### config.mk
export PLATFORM = sky130hd
export DESIGN_NAME = max_relative_pixel_attenuation
export DESIGN_NICKNAME = d
export VERILOG_FILES = /design/src/rtl/mrpa_pkg.sv /design/src/rtl/max_relative_pixel_attenuation.sv
export SDC_FILE = /design/constraint.sdc
export NUM_CORES = 1
export LEC_CHECK = 0
export BUFFER_PORTS_ARGS = -buffer_cell sky130_fd_sc_hd__buf_4
export CELL_PAD_IN_SITES_DETAIL_PLACEMENT = 1
export CELL_PAD_IN_SITES_GLOBAL_PLACEMENT = 2
export CORE_ASPECT_RATIO = 1.2
export CORE_MARGIN = 2
export CORE_UTILIZATION = 43
export CTS_CLUSTER_DIAMETER = 100
export DETAILED_ROUTE_END_ITERATION = 10
export GPL_ROUTABILITY_DRIVEN = 0
export PLACE_DENSITY_LB_ADDON = 0.05
export RECOVER_POWER = 50
export SLEW_MARGIN = 20
export SYNTH_ARGS = -nofsm -noshare
export SYNTH_HDL_FRONTEND = slang
export SYNTH_SLANG_ARGS = --single-unit
### constraint.sdc
create_clock -name clk -period 7.9 [get_ports clk]
set_clock_uncertainty 0.05 [all_clocks]
set_input_delay 0.79 -clock clk [delete_from_list [all_inputs] [get_ports clk]]
set_output_delay 0.79 -clock clk [all_outputs]
set_load 0.1 [all_outputs]
### src/rtl/mrpa_pkg.sv
package mrpa_pkg;

    localparam int NUM_BANDS = 10;
    localparam int COEF_BITS = 16;
    localparam int OUT_BITS  = 16;

    typedef logic [COEF_BITS-1:0] coef_t;
    typedef logic [OUT_BITS-1:0]  q8_8_t;

    localparam logic OP_MEASURE = 1'b0;
    localparam logic OP_CORRECT = 1'b1;

    localparam q8_8_t OUT_MAX = 16'hFFFF;

    // band edges as fractions of the frame maximum, Q0.16, ascending
    localparam coef_t BAND_FRAC [NUM_BANDS] = '{
        16'd32768, 16'd36045, 16'd38666, 16'd41288, 16'd42598,
        16'd43254, 16'd43909, 16'd44564, 16'd45220, 16'd45875
    };

    // gain applied inside each band, Q0.16
    localparam coef_t BAND_GAIN [NUM_BANDS] = '{
        16'd45875, 16'd49152, 16'd52429, 16'd55706, 16'd58982,
        16'd61604, 16'd63570, 16'd64881, 16'd65208, 16'd65470
    };

endpackage

### src/rtl/max_relative_pixel_attenuation.sv
// channel | handshake           | payload                  | direction
// --------+---------------------+--------------------------+----------
// in      | in_valid / in_stall | op, pixel, frame_start   | into block
// out     | out_valid/out_stall | corrected                | out of block
//
// one word per cycle while in_stall is low; a correct-pass word passes the input stage, then the result register
// measure-pass words give no result and never wait on the output side
// per-band thresholds are refreshed with the frame maximum, so the pixel path is
// one compare bank, one pixel x gain multiply and a rounding add
// reset clears the frame maximum and its thresholds to zero and empties both stages
// out_stall holds the result register; in_stall rises only when a correct-pass word
// waits behind a held result
module max_relative_pixel_attenuation #(
    parameter int PIXEL_BITS = 8
) (
    input  logic                  clk,
    input  logic                  rst_n,
    input  logic                  in_valid,
    output logic                  in_stall,
    input  logic                  op,
    input  logic [PIXEL_BITS-1:0] pixel,
    input  logic                  frame_start,
    output logic                  out_valid,
    input  logic                  out_stall,
    output logic [15:0]           corrected
);
    import mrpa_pkg::*;

    localparam int PROD_BITS = PIXEL_BITS + COEF_BITS;
    localparam int RND_BITS  = PIXEL_BITS + 8;

    typedef logic [PIXEL_BITS-1:0] pix_t;

    // input stage
    logic s1_valid_reg, s1_valid_next;
    logic s1_op_reg;
    pix_t s1_pixel_reg;
    logic s1_fs_reg;

    // frame state
    pix_t frame_max_reg, frame_max_next;
    pix_t thr_reg  [NUM_BANDS];
    pix_t thr_next [NUM_BANDS];

    // result stage
    logic  out_valid_reg, out_valid_next;
    q8_8_t corrected_reg, corrected_next;

    logic out_free;
    logic s1_go;
    logic in_take;

    assign out_free = !out_valid_reg || !out_stall;
    assign s1_go    = s1_valid_reg && (s1_op_reg == OP_MEASURE || out_free);
    assign in_stall = s1_valid_reg && !s1_go;
    assign in_take  = in_valid && !in_stall;

    assign s1_valid_next = in_take || (s1_valid_reg && !s1_go);

    // running maximum and the band thresholds that follow from it
    always_comb
    begin
        logic [PROD_BITS-1:0] prod;
        frame_max_next = frame_max_reg;
        if (s1_go && s1_op_reg == OP_MEASURE &&
            (s1_fs_reg || s1_pixel_reg > frame_max_reg))
        begin
            frame_max_next = s1_pixel_reg;
        end
        for (int b = 0; b < NUM_BANDS; b++)
        begin
            // pixel * 2^16 <= frac * max  <=>  pixel <= floor(frac * max / 2^16)
            prod        = PROD_BITS'(BAND_FRAC[b]) * PROD_BITS'(frame_max_next);
            thr_next[b] = prod[PROD_BITS-1:COEF_BITS];
        end
    end

    // band pick, scale and round
    always_comb
    begin
        coef_t                gain;
        logic                 hit;
        logic [PROD_BITS-1:0] prod;
        logic [RND_BITS-1:0]  scaled;
        hit  = 1'b0;
        gain = BAND_GAIN[0];
        // walk down so the lowest matching band wins
        for (int b = NUM_BANDS - 1; b >= 0; b--)
        begin
            if (s1_pixel_reg <= thr_reg[b])
            begin
                hit  = 1'b1;
                gain = BAND_GAIN[b];
            end
        end
        prod = PROD_BITS'(s1_pixel_reg) * PROD_BITS'(gain);
        if (hit)
        begin
            scaled = RND_BITS'((prod + PROD_BITS'(128)) >> 8);
        end
        else
        begin
            scaled = {s1_pixel_reg, 8'd0};
        end
        if (scaled > RND_BITS'(OUT_MAX))
        begin
            corrected_next = OUT_MAX;
        end
        else
        begin
            corrected_next = scaled[OUT_BITS-1:0];
        end
    end

    always_comb
    begin
        out_valid_next = out_valid_reg && out_stall;
        if (s1_go && s1_op_reg == OP_CORRECT)
        begin
            out_valid_next = 1'b1;
        end
    end

    always_ff @(posedge clk or negedge rst_n)
    begin
        if (!rst_n)
        begin
            s1_valid_reg  <= 1'b0;
            out_valid_reg <= 1'b0;
            frame_max_reg <= '0;
            for (int b = 0; b < NUM_BANDS; b++)
            begin
                thr_reg[b] <= '0;
            end
        end
        else
        begin
            s1_valid_reg  <= s1_valid_next;
            out_valid_reg <= out_valid_next;
            frame_max_reg <= frame_max_next;
            for (int b = 0; b < NUM_BANDS; b++)
            begin
                thr_reg[b] <= thr_next[b];
            end
        end
    end

    always_ff @(posedge clk)
    begin
        if (!in_stall)
        begin
            s1_op_reg    <= op;
            s1_pixel_reg <= pixel;
            s1_fs_reg    <= frame_start;
        end
        if (s1_go && s1_op_reg == OP_CORRECT)
        begin
            corrected_reg <= corrected_next;
        end
    end

    assign out_valid = out_valid_reg;
    assign corrected = corrected_reg;

endmodule

* After elaboration in Yosys (flattened, before gate mapping)
Cells that the tools add are included.
** Storage, ports and cells
- Register bits after elaboration :: 115
- Word-level logic and storage cells :: 79
- Bits of input ports :: 14
- Output and inout port bits :: 18
** Cells by class
- Add/sub/neg operators :: 1
- Multipliers :: 10
- Order comparisons :: 12
- Reduce and logical (&&, ||, !) cells :: 15
- Muxes and demuxes :: 23
- Bitwise operators :: 1
** Operators with widths (number)
- 2-to-1 mux 16 bit :: 8
- <= comparator 8 bit :: 9
- multiplier 16 x 8 -> 24 bit, first input constant :: 3
- multiplier 15 x 8 -> 23 bit, first input constant :: 3
- 2-to-1 mux 15 bit :: 3
- multiplier 14 x 8 -> 22 bit, first input constant :: 2
- adder 24 x 8 -> 24 bit, second input constant :: 1
- multiplier 8 x 16 -> 24 bit :: 1
- multiplier 13 x 8 -> 21 bit, first input constant :: 1
- > comparator 16 bit, second input constant :: 1
- 2-to-1 mux 1 bit :: 11
- > comparator 8 bit :: 1
- <= comparator 8 x 7 -> 1 bit :: 1
- 2-to-1 mux 8 bit :: 1
- logical AND 1 bit :: 7
- zero test 1 bit :: 4
- logical OR 1 bit :: 4
- inverter 1 bit :: 1

* Logic depth before layout (Yosys ltp)
- Depth after elaboration :: 15
- Depth in mapped cells :: 33
- Depth with buffers taken out :: 31

* Worst setup path before layout
OpenSTA, ideal clock, no wires.
- Kind :: register to register
- Start :: register s1_pixel_reg[0]
- End :: register thr_reg[39] (netlist bit)
- Setup slack :: 632 ps
- Clock period less this slack :: 7268 ps
- Arrival :: 7087 ps
- Library setup time :: 131 ps
- Data required time :: 7719 ps
- Buffers on the path :: 2
- Stages on the path, launching flop included :: 28
- Cells stage by stage :: edfxtp_1 > clkbuf_1 > clkinv_1 > ha_1 > nand4_1 > nor3_2 > nor3b_4 > o21ai_2 > clkbuf_1 > mux2i_1 > inv_1 > fa_1 > fa_1 > inv_1 > fa_1 > inv_1 > fa_1 > ha_1 > a21o_1 > a21oi_1 > nor2b_1 > o41ai_2 > a21oi_1 > o41a_1 > a41oi_2 > a21oi_1 > nor2_1 > xnor2_1
** RTL lines
- start: declaration :: RTL line max_relative_pixel_attenuation.sv:37 : pix_t s1_pixel_reg;
- start signal: assignment :: RTL line max_relative_pixel_attenuation.sv:153 : s1_pixel_reg <= pixel;
- end signal: indexed assignment :: RTL line max_relative_pixel_attenuation.sv:143 : thr_reg[b] <= thr_next[b];
- end: declaration :: RTL line max_relative_pixel_attenuation.sv:42 : pix_t thr_reg [NUM_BANDS];

* Final worst setup path
- Start :: register s1_pixel_reg[5]
- End :: register corrected_reg[15] (netlist: corrected[15]), data pin
** On the way
- Cells in the longest elaborated chain, start to end :: 15
- Elaborated cells on any way between the ends :: 34
- Those cells by class :: add/sub (1); mul (1); order compare (11); mux (21)
** Ends and longest elaborated chain
- <= comparator 8 bit :: RTL line max_relative_pixel_attenuation.sv:90 : if (s1_pixel_reg <= thr_reg[b])
- 2-to-1 mux 15 bit (3 in series) :: RTL line max_relative_pixel_attenuation.sv:90
- 2-to-1 mux 16 bit (7 in series) :: RTL line max_relative_pixel_attenuation.sv:90
- multiplier 8 x 16 -> 24 bit :: RTL line max_relative_pixel_attenuation.sv:96 : prod = PROD_BITS'(s1_pixel_reg) * PROD_BITS'(gain);
- adder 24 x 8 -> 24 bit :: RTL line max_relative_pixel_attenuation.sv:99 : scaled = RND_BITS'((prod + PROD_BITS'(128)) >> 8);
- 2-to-1 mux 16 bit (*) :: RTL line max_relative_pixel_attenuation.sv:97 : if (hit)
- > comparator 16 bit :: RTL line max_relative_pixel_attenuation.sv:105 : if (scaled > RND_BITS'(OUT_MAX))
- end signal: assignment :: RTL line max_relative_pixel_attenuation.sv:158 : corrected_reg <= corrected_next;
- end: declaration :: RTL line max_relative_pixel_attenuation.sv:47 : q8_8_t corrected_reg, corrected_next;
Mark *: on every way between the ends. The rest lies on a longest branch, timed or not.
A chain may end at the register's enable or synchronous reset.

==> run_results.csv <==
group,metric,value,unit
final_layout,nets,2490,
place,hpwlAfterDp,43400,um
status,run_status,"complete, but fails checks",
synthesis,yosysTopAreaCellShare,28.1,%
route,routedWlPerCell,20.3,um
clock_network,cts-buffers-inserted,9,
timing,clock.fmax,135,MHz
setup_path,critical_path_arrival,7450,ps
timing,post-route-min-period,7400,ps
timing,final_worst_path_period_share,93.7,%
synthesis,postSynthAreaPerCell,9.64,sq um
timing,setup_violations,0,
floorplan,num_rows,80,
synthesis,synthesis.instances,1800,
setup_path,worst-setup-path-type,"flip-flop to flip-flop",
synthesis,yosys_warnings,0,
setup_path,cp_slowest_stage_delay,620,ps
synthesis,syn_nets,2385,
floorplan,initial_core_util,43.7,%
worst_hold_path,worstHoldPathType,"flip-flop to flip-flop",
timing,relSlewSlack,-104,%
floorplan,num_io_pins,32,
clock_network,cts-htree-levels,3,
timing,setup_total_negative_slack,0,ps
route,dr_total_vias,12800,
final_layout,layout-drive-gt1-share,7.91,%
clock_network,cts_root_buffer,"sky130_fd_sc_hd__clkbuf_16",
synthesis,synth_top_cells_by_area,"sky130_fd_sc_hd__ha_1, sky130_fd_sc_hd__fa_1, sky130_fd_sc_hd__dfrtp_1",
final_layout,fillers,4616,
setup_path,crit_path_top_delay_cell,"sky130_fd_sc_hd__edfxtp_1",
setup_path,worst_setup_path_end_kind,"flip-flop",
route,viasPerCell,5.25,
synthesis,seq_area_frac_synth,16.3,%
global_route,grt_overflow_total,0,
timing,rsz0062_at_grt,"no",
clock_network,clk-insertion-delay-late,380,ps
floorplan,fp.dieW,187,um
clock_network,cts.clk_slew.worst_paths,90,ps
route,number_of_remaining_drc_errors,0,
final_layout,insertedDiodeCount,0,
route,detailedRoute.firstIterationViolations,392,
setup_path,worst-path-max-fanout,9,
clock_network,cts_buffer_depth,2,
floorplan,floorplan.die_area,0.0420,sq mm
timing,final_max_tran_viols,59,
synthesis,synth_cell_types,75,
route,antenna_violating_nets_post_route,0,
final_layout,largest_register_ff_count,73,
floorplan,die_height,224,um
final_layout,final_cell_mix,"sky130_fd_sc_hd__ha_1, sky130_fd_sc_hd__inv_1, sky130_fd_sc_hd__fa_1",
global_route,grt.total_usage,24.9,%
final_layout,area.growth.synth_to_final,10.1,%
setup_path,crit_required,7940,ps
global_route,antenna_found_initial,1,
run,drv.max_cap_violation_count,1,
synthesis,most_common_flop_cell_mapped_by_yosys,"sky130_fd_sc_hd__dfrtp_1",
global_route,maximum_number_of_pins_on_one_net_before_global_route_repair,59,
synthesis,post_synth_instance_area,0.0174,sq mm
final_layout,final_common_cell,"sky130_fd_sc_hd__ha_1",
floorplan,floorplan.core_area,0.0397,sq mm
synthesis,synth_seq_cells,108,
global_route,first_pass_grt_wire_length,80000,um
setup_path,r2r_start,"s1_pixel_reg[5]",
worst_hold_path,timing.hold.worst.start,"out_valid",
timing,hold_violations,0,
status,violations,"max-capacitance violations, max-slew violations",
setup_path,start_kind,"flip-flop",
route,drt_first_pass_iters,4,
setup_path,crit_start,"s1_pixel_reg[5]",
timing,worst_pin_slew,3070,ps
route,route.final.wire_length,49600,um
clock_network,tritoncts,"yes",
synthesis,synth-edff-count,26,
place,numPortBuffers,31,
global_route,grt_pass1_vias,14700,
synthesis,asyncSetResetFlopFracSynth,75.9,%
clock_network,cts_sinks,108,
synthesis,synthDominantAreaCellType,"sky130_fd_sc_hd__ha_1",
==> routing by layer <==
layer / track usage, % / vias to the layer above / wire length [um]
met5: 0 / - / 0
met4: 11.0 / 0 / 2410
met3: 1.79 / 89 / 734
met2: 47.6 / 141 / 26200
met1: 28.2 / 6401 / 20300
li1: - / 6199 / -
==> worst paths after layout <==
| kind | endpoint | cells past startpoint | slack, ps |
|---|---|---|---|
| worst max register to register | corrected[15] | 28 | 500 |
| worst min register to register | out_valid | 2 | 500 |
| worst min-delay path | out_valid | 2 | 500 |
| max in group asynchronous | thr_reg[7] | 2 | 3570 |
| worst max-delay path | corrected[15] | 28 | 500 |
| min in group asynchronous | thr_reg[58] | 1 | 660 |
==> what timing repair did <==
action | CTS | global route
setup endpoints to repair | 0 | 9
resized for setup | 0 | 4
hold buffers | 0 | 0
buffers inserted | 0 | 5
==> synthesized netlist by cell type (all sizes together), types with 4 or more instances <==
cell type	count
ha	390
inv	356
fa	181
nor2	98
a21oi	86
dfrtp	82
nand2	66
and2	61
o21ai	55
a21o	47
xnor2	43
nor3	33
o21a	31
nor2b	29
nand3	28
edfxtp	26
nand4	26
xor2	26
and3	14
nand2b	14
clkbuf	9
mux2i	7
a31oi	6
or2	6
a211oi	4
a21boi	4
buf	4
o211a	4
o211ai	4
o21bai	4
o41ai	4
==> worst max-delay path: cells and delay by family (launching register included) <==
family                     cells  cell delay (ps)
adders and majority gates      6             2350
AOI/OAI and AO/OA              7             1630
and+or+nand+nor                7             1410
buffers and inverters          7              840
DFF                            1              620
xor gates and xnor gates       1              230
==> logic make-up (layout without fill, tap and decap cells) <==
group                    after synthesis  in the layout  synth area share, %
adder cells (fa/ha/maj)              571            571                 49.0
AND/OR/NAND/NOR                      389            389                 11.6
buffers and inverters                372            482                 8.08
AO/OA/AOI/OAI                        281            281                 10.9
flip-flops                           108            108                 16.3
XOR/XNOR                              69             69                 3.48
multiplexers                          10             10                0.599
==> area by class of cell <==
type	count	area (sq um)	share of cell area, %
clock inverter	7	68.8	0.360
timing repair buffer	107	822	4.30
sequential	108	2830	14.8
tap	533	667	3.49
multi-input combinational	1320	13100	68.8
inverter	359	1350	7.06
clock buffer	9	225	1.18
==> per-stage QoR <==
step	cell area (sq um)	instances	util, %	worst slack, ps	hold WS, ps
5_1_grt	19100	2443	48.1	48.3	533
4_1_cts	19100	2438	47.9	191	253
3_3_place_gp	18800	2422	47.2	338	472
6_report	19100	2443	48.1	497	502
2_1_floorplan	17400	1800	-	632	430
3_5_place_dp	18800	2422	47.2	237	495
Power is left out: the tool's default activity adds up to more than one toggle a clock period on the data nets, which glitch-free logic cannot reach.
